===== src/hw/rtl/bzf_mul.sv =====
module bzf_mul #(
    parameter int W = 33
) (
    input  logic                  clk,
    input  logic signed [W-1:0]   a,
    input  logic signed [W-1:0]   b,
    output logic signed [2*W-1:0] p_reg
);

    always_ff @(posedge clk)
    begin
        p_reg <= a * b;
    end

endmodule


===== config.mk =====
export PLATFORM = sky130hd
export DESIGN_NAME = bzf_mul
export DESIGN_NICKNAME = d
export VERILOG_FILES = /design/src/hw/rtl/bzf_mul.sv
export SDC_FILE = /design/constraint.sdc
export NUM_CORES = 2
export LEC_CHECK = 0
export ABC_CLOCK_PERIOD_IN_PS = 8380
export BUFFER_PORTS_ARGS = -buffer_cell sky130_fd_sc_hd__buf_2
export CORE_ASPECT_RATIO = 0.8
export CORE_UTILIZATION = 60
export DETAILED_ROUTE_END_ITERATION = 10
export GPL_TIMING_DRIVEN = 0
export PLACE_DENSITY = 0.77
export SYNTH_ARGS = -nofsm -noshare
export SYNTH_HDL_FRONTEND = slang
export SYNTH_SLANG_ARGS = --single-unit

===== constraint.sdc =====
create_clock -name clk -period 8.38 [get_ports clk]
set_input_delay 0 -clock clk [delete_from_list [all_inputs] [get_ports clk]]
set_output_delay 0 -clock clk [all_outputs]
set_load 0.005 [all_outputs]

==> run metrics <==
result of the run=finished, violations left; failing checks=setup timing; H-tree Lvls=3; Die Outline Area=68,900 um^2; most used cell along the critical path=fa_1; Synthesis Warnings=0; First DRT Iteration DRCs=3,626; Remaining DRCs=0; placer congestion estimate=1.14; Post-Syn Instances=4,338; Hold Violations, Final=0; total nets after synthesis=5,767; kind of start point of the critical path=input pin; Chip Height=235 um; horizontal extent of the die=293 um; Top Ports=133; Post-Place Cell Area=42,500 um^2; via count=31,100; detailed-route wire length per cell=26.8 um; Post-Syn Area=40,700 um^2; Post-synth top flop=dfxtp_1; TritonCTS clock tree=built; final instance area=43,000 um^2; flip-flop count of the largest register after layout=66; vias in the first global route=32,800; Net count, final=5,914; Synth-to-Final Area Change=5.56%; Clk pin slew, worst setup/hold paths=60 ps; CTS root buffer=clkbuf_16; count of different cell masters after synthesis=80; clock sink count=66; Crit. End Element=flip-flop; critical path arrival=8660 ps; Total GRT Usage=0.448; terminating pin of the worst hold path=p_reg[3]; ranking of synthesized cells by area=fa_1 (56%), inv_1 (10%), and2_1 (8.6%); final setup slack of the worst path=-17.3 ps; kind of cell adding the most delay to the critical path=adder cells; number of vias per cell after detailed routing=5.74; Synth async-reset ratio=0; pin count of the biggest net entering global routing=27; total setup violations reported at the end of the flow=1; cell with the largest stage delay on the worst path=fa_1; post-placement setup slack=-538 ps; Core ar.=67,200 um^2; number of buffers created by CTS=9; Hold Path Cell Cnt=5; overflow left after global routing=0; input/output buffers=132; Yosys reg bits=66; Mean Syn Cell Area=9.39 um^2; Fmax achieved=119 MHz; library cell with the highest instance count after synthesis=fa_1; number of enable-type register cells in the synthesized netlist=0; actual slew at the worst max-slew pin=1390 ps; placed wire-length estimate=124,000 um; maximum root-to-sink buffer count=2; classification of the worst-slack hold path=input pin to flip-flop; required time worst endpoint=8640 ps; global-route wire length before repair=218,000 um; share of post-route cells with drive strength above 1=0.0481; starting density of the core=0.606; leading area contributor after synthesis=fa_1; antenna violations before repair=22; Max-Cap Viols=0; detailed-router iteration count before antenna repair=6; min-delay src=b[3]; unrepaired setup endpoints after global routing=no; Crit Path Max Fanout=10; Seq/Total Area, Yosys=0.0324; ANT nets after route=0; row cnt=85; part of the cycle the worst path needs=1.00; crit path kind=input pin to flip-flop; Slew headroom=0.0761; routed wire length=145,000 um; area share of the largest cell type after synthesis=0.563; CP cell instances=buf_2, inv_1, clkbuf_1, buf_1, nor2_1, fa_1, fa_1, fa_1, fa_1, fa_1, fa_1, fa_1, inv_1, fa_1, inv_1, ha_1, nand4_1, nor2_1, nand2_1, nor3_1, o311ai_4, nand3_2, a211oi_1, a311oi_1; delay of the slowest cell on the worst path=770 ps; commonest cells in the synthesized netlist=fa_1 (1,145), inv_1 (1,131), and2_1 (562), nand2_1 (551), ha_1 (217); final max-slew violation count=0; count of buffering cells on the critical path with inverters included=6; minimum clock period=8400 ps
[area by class of cell]
| cell class | instances | area [um^2] |
|---|---|---|
| plain buffers | 220 | 871 |
| clock buffers | 9 | 225 |
| repair buffers | 137 | 701 |
| fillers | 5687 | 24200 |
| diodes | 20 | 50.0 |
| clock inverters | 7 | 125 |
| well taps | 913 | 1140 |
| multi-input cells | 2920 | 34300 |
| flip-flops and latches | 66 | 1320 |
| inverters | 1131 | 4250 |
[worst min-delay path: cells and delay by family]
| family | cells | cell delay (ps) |
|---|---|---|
| simple gates | 1 | 140 |
| buf+inv | 1 | 140 |
| fa+ha+maj | 3 | 390 |
[metal layers]
metal	up-vias	part of all wire	global-route usage	wire length, um
met4	10	0.043	0.159	6270
met5	-	0.0012	0	170
li1	12700	-	-	-
met1	15600	0.37	0.607	54500
met3	406	0.21	0.302	30200
met2	2419	0.37	0.560	54200
[metrics by stage]
stage	util	TNS [ps]	std cells	hold WS [ps]
final	0.640	-17.3	5423	336
after global routing	0.639	0	5413	280
after CTS	0.638	0	5400	248
after detailed placement	0.633	-2970	5383	360
after global placement	0.633	-2620	5383	357
after floorplan	-	0	4338	127
[worst max path at each step]
| stage | start | cells past startpoint | slack, ps | endpoint |
|---|---|---|---|---|
| final | b[32] | 24 | -20 | p_reg[64] |
| after detailed placement | a[32] | 24 | -540 | p_reg[58] |
| after global placement | a[32] | 24 | -490 | p_reg[58] |
| after global routing | a[22] | 26 | 10 | p_reg[58] |
| after floorplan | a[32] | 23 | 1140 | p_reg[62] |
| after CTS | a[32] | 24 | 110 | p_reg[58] |
[layout by cell type, fill, tap and decap left out, types with 7 or more instances in the layout]
cell / n
nand3_1: 25
inv_1: 1131
clkbuf_2: 14
a211oi_1: 7
ha_1: 217
nand4_1: 11
buf_2: 143
dfxtp_1: 66
a21o_1: 36
nor2_1: 68
xor2_1: 25
nand2_1: 551
nand2b_1: 12
clkbuf_1: 192
a21oi_1: 57
diode_2: 20
a31oi_1: 8
o21bai_1: 11
nor3_1: 7
xnor2_1: 43
and2_1: 562
o21ai_0: 25
clkbuf_16: 9
fa_1: 1144
[logic make-up (layout without fill, tap and decap cells)]
family	count (synthesis)	after routing	synth area share
and+or+nand+nor	1271	1271	0.158
DFF	66	66	0.0324
adders and majority gates	1362	1362	0.629
xor gates and xnor gates	68	68	0.0146
other	0	20	0
buffers and inverters	1352	1504	0.125
AOI/OAI and AO/OA	219	219	0.0407
[timing repair]
action,CTS,global route
hold buffers,1,0
hold endpoints to repair,1,0
cloned,0,0
pin swaps,0,1
setup endpoints to repair,2,6
resized for setup,1,39
setup buffers,0,4
Power is not shown: default switching activity piles up to over one toggle a cycle in this logic, so the estimate is an artifact.
