[src/hw/rtl/bzf_smul.sv]
module bzf_smul #(
    parameter int W = 67
) (
    input  logic           clk,
    input  logic           rst_n,
    input  logic           start,
    input  logic [W-1:0]   a,
    input  logic [W-1:0]   b,
    output logic           done,
    output logic [2*W-1:0] prod
);

    localparam int CW = $clog2(W + 1);

    logic [2*W-1:0] acc_reg, acc_next;
    logic [W-1:0]   mcand_reg;
    logic [W-1:0]   mplier_reg;
    logic [CW-1:0]  cnt_reg;
    logic           busy_reg;
    logic           done_reg;
    logic [W:0]     sum;

    always_comb
    begin
        sum      = {1'b0, acc_reg[2*W-1:W]} + (mplier_reg[0] ? {1'b0, mcand_reg} : '0);
        acc_next = {sum, acc_reg[W-1:1]};
    end

    always_ff @(posedge clk or negedge rst_n)
    begin
        if (!rst_n)
        begin
            acc_reg    <= '0;
            mcand_reg  <= '0;
            mplier_reg <= '0;
            cnt_reg    <= '0;
            busy_reg   <= 1'b0;
            done_reg   <= 1'b0;
        end
        else if (start)
        begin
            acc_reg    <= '0;
            mcand_reg  <= a;
            mplier_reg <= b;
            cnt_reg    <= '0;
            busy_reg   <= 1'b1;
            done_reg   <= 1'b0;
        end
        else if (busy_reg)
        begin
            acc_reg    <= acc_next;
            mplier_reg <= mplier_reg >> 1;
            cnt_reg    <= cnt_reg + 1'b1;
            if (cnt_reg == CW'(W - 1))
            begin
                busy_reg <= 1'b0;
                done_reg <= 1'b1;
            end
        end
        else
        begin
            done_reg <= 1'b0;
        end
    end

    assign done = done_reg;
    assign prod = acc_reg;

endmodule
[config.mk]
export PLATFORM = sky130hd
export DESIGN_NAME = bzf_smul
export DESIGN_NICKNAME = d
export VERILOG_FILES = /design/src/hw/rtl/bzf_smul.sv
export SDC_FILE = /design/constraint.sdc
export NUM_CORES = 1
export LEC_CHECK = 0
export BUFFER_PORTS_ARGS = -buffer_cell sky130_fd_sc_hd__buf_2
export CORE_ASPECT_RATIO = 1.5
export CORE_MARGIN = 2
export CORE_UTILIZATION = 26
export CTS_CLUSTER_SIZE = 30
export DETAILED_ROUTE_END_ITERATION = 10
export PLACE_DENSITY = 0.4
export SYNTH_ARGS = -nofsm -noshare
export SYNTH_HDL_FRONTEND = slang
export SYNTH_SLANG_ARGS = --single-unit
[constraint.sdc]
create_clock -name clk -period 3.8 [get_ports clk]
set_input_delay 0.38 -clock clk [delete_from_list [all_inputs] [get_ports clk]]
set_output_delay 0.38 -clock clk [all_outputs]
set_load 0.01 [all_outputs]
==> flow_summary.yaml, run 1 <==
worst_setup_path:
  cp_data_required_time_ns: 4.18
  slowest_delay_ns: 0.58
  crit_path_start_kind: "flop"
  cp.arrival_ns: 4.02
  cp_max_fo: 16
  slowest_stage: "dfrtp_4"
  path_delay_family: "compound AO/OA/AOI/OAI gates"
  path_buf_inv: 1
  endpoint_kind: "flop"
  criticalPathCategory: "reg -> reg"
  crit_chain: "buf_4 > and2_1 > ha_1 > a21oi_1 > o21ai_0 > or3_2 > o2111ai_2 > nand2_1 > a21oi_1 > o31a_1 > xnor2_1 > o21ai_0"
synthesis:
  synth_nets: 1756
  synth_cell_type_count: 71
  syn_avg_cell_area_um2: 9.99
  ys_seq_elements: 277
  postSynthCellCount: 1549
  ys_warn_count: 0
  synth-edff-count: 0
  synth_top_area_share_pct: 44.8
  yosysTopAreaCell: "dfrtp_1"
  async_flop_share_pct: 100
  synth_area_leaders: "dfrtp_1, mux2i_1, ha_1"
  seq_area_frac_synth_pct: 44.8
  netlist_area_um2: 15500
  synthFlopType: "dfrtp_1"
floorplanning:
  die-area_um2: 61500
  dieWidth_um: 203
  die_y_um: 303
  start_util_pct: 26.3
  core_area_um2: 58900
  rows: 109
  ios: 272
sta:
  maxSlewHeadroom_pct: 20.7
  rsz0062_at_grt: "no"
  finalMaxSlewViolations: 0
  hold_slack_ns: 0.0465
  hold_viol: 0
  setup-violations-final: 0
  min_period_ns: 3.64
  fin_skew_ns: 0.0184
  timing.final.crit_share_pct: 95.8
  tightest_slew_ns: 1.19
  finalSetupTns_ns: 0
  layout_setup_ws_ns: 0.158
  fmax_mhz: 275
global_route:
  grt_pass1_wl_um: 73900
  antenna_found_initial: 13
  grt.overflow.total: 0
  grt_max_degree: 168
  grt_pass1_vias: 12900
  grt_usage_pct: 15.1
final_layout:
  utilization_pct: 32.5
  area_growth_syn_to_layout_pct: 23.6
  fin_area_um2: 19100
  stdcell_count: 2613
  fin_nets: 2017
  final_common_cell: "dfrtp_1"
  diodes: 0
  drive_gt1_share_pct: 25.9
  largest_reg_flops: 134
  most-common-layout-cells: "dfrtp_1, buf_2, nand2_1, mux2i_1, o21ai_0"
pwr:
  switching_share_pct: 31.1
  clock_power_share_pct: 38.9
  powerDensity_nw_per_um2: 479
  ir_drop_mv: 0.257
  leakage_nw: 10.2
  p_total_mw: 9.16
  power_switching_mw: 2.85
  power_frac_seq_pct: 38.1
  pwr-share-comb_pct: 22.9
  intPower_mw: 6.31
placed_design:
  numPortBuffers: 271
  post-dp-hpwl_um: 33600
  gp_congestion: 0.846
  dp.cells: 2544
  place_area_um2: 17800
  dpl_worst_slack_ns: -0.136
route:
  wl_um: 47000
  drtIter0Drc: 350
  vias_per_cell: 4.67
  firstDrtPassIters: 4
  vias: 12200
  detail-route-antenna-nets: 0
  route.detailed.drc: 0
  avgRoutedWirePerCell_um: 18.0
cts:
  cts_max_level: 2
  clockRootBuffer: "clkbuf_16"
  clkTransAtPathRegs_ns: 0.06
  numCtsBuffers: 36
  clock_sinks: 277
  clock_latency_ns: 0.54
  clockBufferDepth: 3
  tritoncts: "built"
run_status:
  run_status: "finished, final reports clean"
flow_run:
  cap_violations: 0
worst_hold_path:
  min_path_type: "in -> reg"
## layer usage
metal | routed length, um | GRT usage [%] | up-vias
li1 | - | - | 5969
met1 | 19300 | 17.7 | 5822
met2 | 23200 | 26.4 | 272
met3 | 2660 | 4.02 | 105
met4 | 1600 | 5.77 | 26
met5 | 184 | 0 | -
## worst reg2reg max path, stage by stage (launching register included)
cell	delay (ns)
dfrtp_4	0.58
buf_4	0.23
and2_1	0.15
ha_1	0.28
a21oi_1	0.26
o21ai_0	0.19
or3_2	0.53
o2111ai_2	0.38
nand2_1	0.23
a21oi_1	0.29
o31a_1	0.18
xnor2_1	0.11
o21ai_0	0.08
## synthesized netlist by cell type, types with 3 or more instances
master,number
buf_6,4
o21bai_1,12
o21ai_0,134
nand2b_1,5
nand4_1,25
and3_1,6
a211oi_1,8
o21ai_1,9
o211ai_1,6
or3_1,3
nand3_1,14
nor3_1,7
o21a_1,5
a21oi_1,83
xnor2_1,32
and2_1,71
inv_1,19
nor4_1,5
nor2b_1,5
mux2i_1,157
a31oi_1,6
o31a_1,3
a21boi_0,4
nand2_1,161
nor2_1,132
clkbuf_1,66
buf_1,18
xor2_1,35
a21o_1,37
ha_1,69
mux2_2,67
buf_2,7
o31ai_1,5
a22o_1,6
dfrtp_1,277
## cell families after synthesis
group	count (synthesis)	share of synthesized area, %
simple gates	445	13.5
buf+inv	115	3.06
flops	277	44.8
mux	224	15.0
fa+ha+maj	70	5.71
compound gates	351	14.2
xor+xnor	67	3.79
## path summary, 6_finish.rpt
| kind | end | depth (start not counted) | start | slack [ns] |
|---|---|---|---|---|
| max | prod[119] | 12 | mplier_reg[0] | 0.16 |
| min | mplier_reg[65] | 3 | b[65] | 0.05 |
| max reg2reg | prod[119] | 12 | mplier_reg[0] | 0.16 |
| min reg2reg | mcand_reg[64] | 1 | mcand_reg[64] | 0.50 |
| max in group asynchronous | mcand_reg[20] | 3 | rst_n | 2.31 |
| min in group asynchronous | prod[23] | 2 | rst_n | 0.49 |
## layout make-up
class	instances	area, um2
sequential	277	6940
clock buffer	49	1030
clock inverter	15	190
timing repair buffer	319	1810
tap	777	972
multi-input combinational	1157	8120
inverter	19	71.3
fill	6270	39800
## power by group through the flow
stage	clock network, mW	logic, mW	registers [mW]
final	3.57	2.10	3.49
after global routing	3.85	2.35	3.54
after CTS	3.73	2.13	3.51
after detailed placement	0	2.11	3.56
after global placement	0	2.10	3.56
after floorplan	0	1.32	3.52
## what timing repair did
item,in CTS,in global routing
gates resized for setup,4,5
hold buffers,2,0
pin swaps,0,2
endpoints found under the hold margin,98,0
endpoints found under the setup margin,8,15
setup buffers,0,3
No activity file was read; power rests on OpenSTA's default activity.
==> run 2: changes to the inputs <==
--- a/config.mk
+++ b/config.mk
@@ -11,7 +11,6 @@
 export CORE_UTILIZATION = 26
 export CTS_CLUSTER_SIZE = 30
 export DETAILED_ROUTE_END_ITERATION = 10
-export PLACE_DENSITY = 0.4
 export SYNTH_ARGS = -nofsm -noshare
 export SYNTH_HDL_FRONTEND = slang
 export SYNTH_SLANG_ARGS = --single-unit
==> constraint.sdc (replaced) <==
create_clock -name clk -period 3.8 [get_ports clk]
set_input_delay 0 -clock clk [delete_from_list [all_inputs] [get_ports clk]]
set_output_delay 0 -clock clk [all_outputs]
set_load 0.01 [all_outputs]
==> run 2 against run 1 <==
Clock power decreased by 12%. Final cell count up 4.6%. First-iteration DRC count is 33% higher. Power shrank 3.9%. Final area is 6.0% higher. Non-clock buffer count is 129 higher. Core utilization grew 1.9 points. Critical path depth increased by 2. Critical path type unchanged. Largest power group is now sequential cells. Highest routed layer unchanged.
==> flow_summary.yaml, run 2 (same netlist as run 1, synthesis figures left out) <==
route:
  vias_per_cell: 4.71
  wl_um: 45000
  route.detailed.drc: 0
  detail-route-antenna-nets: 0
  vias: 12900
  drtIter0Drc: 465
  firstDrtPassIters: 7
  avgRoutedWirePerCell_um: 16.5
worst_setup_path:
  cp.arrival_ns: 4.02
  cp_max_fo: 68
  endpoint_kind: "flop"
  crit_path_start_kind: "flop"
  criticalPathCategory: "reg -> reg"
  cp_data_required_time_ns: 4.23
  r2r_cells: 14
global_route:
  grt_max_degree: 183
  grt_pass1_wl_um: 71700
  grt.overflow.total: 0
  antenna_found_initial: 2
  grt_usage_pct: 14.4
  grt_pass1_vias: 13500
pwr:
  leakage_nw: 10.6
  ir_drop_mv: 0.291
  power_switching_mw: 2.74
  intPower_mw: 6.06
  clock_power_share_pct: 35.6
  powerDensity_nw_per_um2: 434
  pwr-share-comb_pct: 24.8
  switching_share_pct: 31.1
  power_frac_seq_pct: 39.6
sta:
  hold_viol: 0
  setup-violations-final: 0
  rsz0062_at_grt: "no"
  finalSetupTns_ns: 0
  finalMaxSlewViolations: 0
  min_period_ns: 3.59
  fin_skew_ns: 0.00734
  maxSlewHeadroom_pct: 21.7
  tightest_slew_ns: 1.17
  hold_slack_ns: 0.155
  timing.final.crit_share_pct: 94.4
  fmax_mhz: 279
cts:
  clkTransAtPathRegs_ns: 0.06
  clockBufferDepth: 3
  cts_resized: 0
  tritoncts: "built"
  clock_latency_ns: 0.58
  clockRootBuffer: "clkbuf_16"
  numCtsBuffers: 31
  cts_max_level: 1
  clock_sinks: 277
final_layout:
  largest_reg_flops: 134
  diodes: 0
  fin_nets: 2141
  fin_area_um2: 20300
  drive_gt1_share_pct: 22.0
  area_growth_syn_to_layout_pct: 31.0
  final_common_cell: "dfrtp_1"
  most-common-layout-cells: "dfrtp_1, buf_2, nand2_1, dlygate4sd3_1, mux2i_1"
  stdcell_count: 2733
  utilization_pct: 34.4
placed_design:
  post-dp-hpwl_um: 31700
  place_area_um2: 17600
  dp.cells: 2517
  gp_congestion: 0.882
  numPortBuffers: 271
floorplanning:
  rows: 109
  die_y_um: 303
  start_util_pct: 26.3
  ios: 272
  core_area_um2: 58900
  die-area_um2: 61500
  dieWidth_um: 203
worst_hold_path:
  min_path_type: "in -> reg"
  min_path_cells: 4
run_status:
  run_status: "finished, final reports clean"
flow_run:
  cap_violations: 0
==> run 2: cell count changes in the layout (fill, tap and decap cells not counted), sizes merged <==
cell | previous run | this run
clkinv | 8 | 5
clkinvlp | 0 | 1
clkbuf | 49 | 45
inv | 22 | 19
buf | 317 | 289
dlygate4sd3 | 2 | 159
==> run 2: final timing paths <==
kind | start | end | slack, ns
min in group asynchronous | rst_n | mcand_reg[29] | 0.41
hold reg to reg | mcand_reg[49] | mcand_reg[49] | 0.50
setup reg to reg | mplier_reg[0] | prod[122] | 0.21
max in group asynchronous | rst_n | mcand_reg[54] | 2.64
setup / recovery | mplier_reg[0] | prod[122] | 0.21
hold / removal | b[38] | mplier_reg[38] | 0.15
==> run 2: power by group through the flow <==
stage          registers [mW]  logic (mW)  clock network (mW)
5_1_grt                  3.53        2.41                3.35
2_1_floorplan            3.52        1.32                   0
3_3_place_gp             3.54        1.99                   0
6_report                 3.49        2.18                3.13
3_5_place_dp             3.54        2.03                   0
4_1_cts                  3.49        2.19                3.24
==> run 2: critical path, stage by stage (launching register included) <==
cell and delay (ns):
dfrtp_1 0.39, buf_12 0.19, and2_1 0.17, ha_1 0.21
fa_1 0.41, a21o_1 0.19, a21oi_1 0.25, o31a_1 0.26
nor3_1 0.11, a21o_1 0.28, a21o_1 0.27, a21oi_1 0.27
o21ai_0 0.16, xnor2_1 0.15, o21ai_0 0.09
==> run 2: repair_timing <==
action / CTS / global route
endpoints found under the setup margin: 0 / 2
hold buffers: 160 / 0
endpoints found under the hold margin: 400 / 0
setup buffers: 0 / 1
==> run 2: routing by layer <==
metal	up-vias	GRT usage (%)	share of wire, %
met3	113	2.11	4.2
met1	6211	16.4	40
met5	-	0	0.029
met4	2	7.23	4.7
met2	332	26.2	51
li1	6212	-	-
==> run 2: final cells by class <==
| type | count | area [um2] |
|---|---|---|
| clock buffers | 45 | 888 |
| multi-input cells | 1157 | 8080 |
| flip-flops and latches | 277 | 6940 |
| inverters | 19 | 71.3 |
| clock inverters | 10 | 156 |
| repair buffers | 448 | 3170 |
| fillers | 5962 | 38600 |
| well taps | 777 | 972 |
==> run 2: stage by stage <==
stage / power [mW] / setup WS, ns
6_report: 8.81 / 0.213
5_1_grt: 9.29 / 0.0103
4_1_cts: 8.92 / 0.200
3_5_place_dp: 5.58 / 0.188
3_3_place_gp: 5.53 / 0.274
2_1_floorplan: 4.84 / 0.644
==> run 3: changes to the inputs <==
--- a/config.mk
+++ b/config.mk
@@ -8,7 +8,7 @@
 export BUFFER_PORTS_ARGS = -buffer_cell sky130_fd_sc_hd__buf_2
 export CORE_ASPECT_RATIO = 1.5
 export CORE_MARGIN = 2
-export CORE_UTILIZATION = 26
+export CORE_UTILIZATION = 30
 export CTS_CLUSTER_SIZE = 30
 export DETAILED_ROUTE_END_ITERATION = 10
 export SYNTH_ARGS = -nofsm -noshare
==> run 3 against run 2 <==
Via count down 1.3%. Global-route usage up 1.6 points. Clock skew up 0.0086 ns.
==> flow_summary.yaml, run 3 (same netlist as run 1, synthesis figures left out) <==
floorplanning:
  start_util_pct: 30.2
  rows: 102
  dieWidth_um: 189
  core_area_um2: 51300
  die_y_um: 282
  die-area_um2: 53500
  ios: 272
final_layout:
  final_common_cell: "dfrtp_1"
  multi_input_area_um2: 8090
  stdcell_count: 2611
  fin_nets: 2118
  area_growth_syn_to_layout_pct: 29.0
  most-common-layout-cells: "dfrtp_1, buf_2, nand2_1, mux2i_1, dlygate4sd3_1"
  nFillCells: 5091
  drive_gt1_share_pct: 22.3
  largest_reg_flops: 134
  seq_area_um2: 6940
worst_setup_path:
  r2r_cells: 14
  regToRegSetupSlack_ns: 0.21
  cp-startpoint: "mplier_reg[0]"
  cp_max_fo: 68
  crit_path_start_kind: "flop"
  r2r-start: "mplier_reg[0]"
  cp.arrival_ns: 4.05
  endpoint_kind: "flop"
  cp_data_required_time_ns: 4.26
  criticalPathCategory: "reg -> reg"
sta:
  fin_skew_ns: 0.0159
  fmax_mhz: 279
  tightest_slew_ns: 0.974
  finalSetupTns_ns: 0
  min_period_ns: 3.59
  finalMaxSlewViolations: 0
  hold_viol: 0
  rsz0062_at_grt: "no"
  timing.final.crit_share_pct: 94.3
  setup-violations-final: 0
  hold_slack_ns: 0.0800
  maxSlewHeadroom_pct: 35.1
placed_design:
  post-dp-hpwl_um: 29900
  gp_congestion: 0.882
  numPortBuffers: 271
  dp.cells: 2416
global_route:
  grt_max_degree: 115
  grt_pass1_vias: 13300
  antenna_found_initial: 0
  grt_usage_pct: 16.0
  grt_pass1_wl_um: 69900
  grt.overflow.total: 0
cts:
  post_cts_buffers: 0
  clkTransAtPathRegs_ns: 0.06
  clock_sinks: 277
  clock_latency_ns: 0.58
  numCtsBuffers: 31
  clockBufferDepth: 3
  clockRootBuffer: "clkbuf_16"
  cts_max_level: 1
  tritoncts: "built"
route:
  route.detailed.drc: 0
  vias: 12700
  firstDrtPassIters: 5
  detail-route-antenna-nets: 0
  vias_per_cell: 4.87
  wl_um: 43300
  avgRoutedWirePerCell_um: 16.6
  drtIter0Drc: 570
run_status:
  run_status: "finished, final reports clean"
pwr:
  leakage_nw: 10.5
  powerDensity_nw_per_um2: 443
  ir_drop_mv: 0.380
worst_hold_path:
  min_path_type: "in -> async"
flow_run:
  cap_violations: 0
-- run 3: repair_timing --
item                                   4_1_cts  5_1_grt
gates resized for setup                      0        1
endpoints found under the hold margin      261        0
hold buffers                               138        0
setup endpoints to repair                    0        6
-- run 3: cell type report --
| type | instances | area share [%] |
|---|---|---|
| flip-flops and latches | 277 | 34.7 |
| clock buffers | 46 | 4.57 |
| inverters | 19 | 0.357 |
| diodes | 1 | 0.0125 |
| clock inverters | 10 | 0.921 |
| multi-input cells | 1157 | 40.5 |
| repair buffers | 425 | 14.7 |
| well taps | 676 | 4.24 |
-- run 3: path summary, 6_finish.rpt --
kind | end
max in group asynchronous | prod[55]
worst min register to register | mcand_reg[63]
worst max register to register | prod[128]
min in group clk | mplier_reg[20]
worst min-delay path | mplier_reg[17]
worst max-delay path | prod[128]
-- run 3: power by group --
group	total [mW]	internal (mW)	switching, mW
Sequential	3.50	3.24	0.257
Combinational	2.12	0.921	1.20
Clock	3.23	1.99	1.25
-- run 3: per-stage QoR --
stage / power (mW) / setup WS (ns) / instance area [um2] / util [%]
finish: 8.85 / 0.215 / 20000 / 38.9
global route: 9.36 / 0.00587 / 20000 / 38.9
CTS: 8.98 / 0.168 / 20000 / 38.9
detailed placement: 5.56 / 0.181 / 17500 / 34.1
global placement: 5.53 / 0.275 / 17500 / 34.1
floorplan: 4.84 / 0.644 / 15500 / -
-- run 3: critical path: stages (launching register included) --
cell       delay, ns
dfrtp_1         0.39
buf_12          0.20
and2_1          0.17
ha_1            0.21
fa_1            0.42
a21o_1          0.19
a21oi_1         0.27
o31a_1          0.28
o31ai_2         0.15
o2bb2ai_1       0.22
a31o_2          0.27
a21oi_1         0.22
o21ai_0         0.13
xor2_1          0.15
a22o_1          0.19
-- run 3: layer usage --
metal / vias up / share of wire [%] / track usage, %
li1: 6168 / - / -
met1: 6117 / 40 / 18.2
met2: 325 / 52 / 29.4
met3: 97 / 3.9 / 2.05
met4: 0 / 4.7 / 7.67
met5: - / 0 / 0
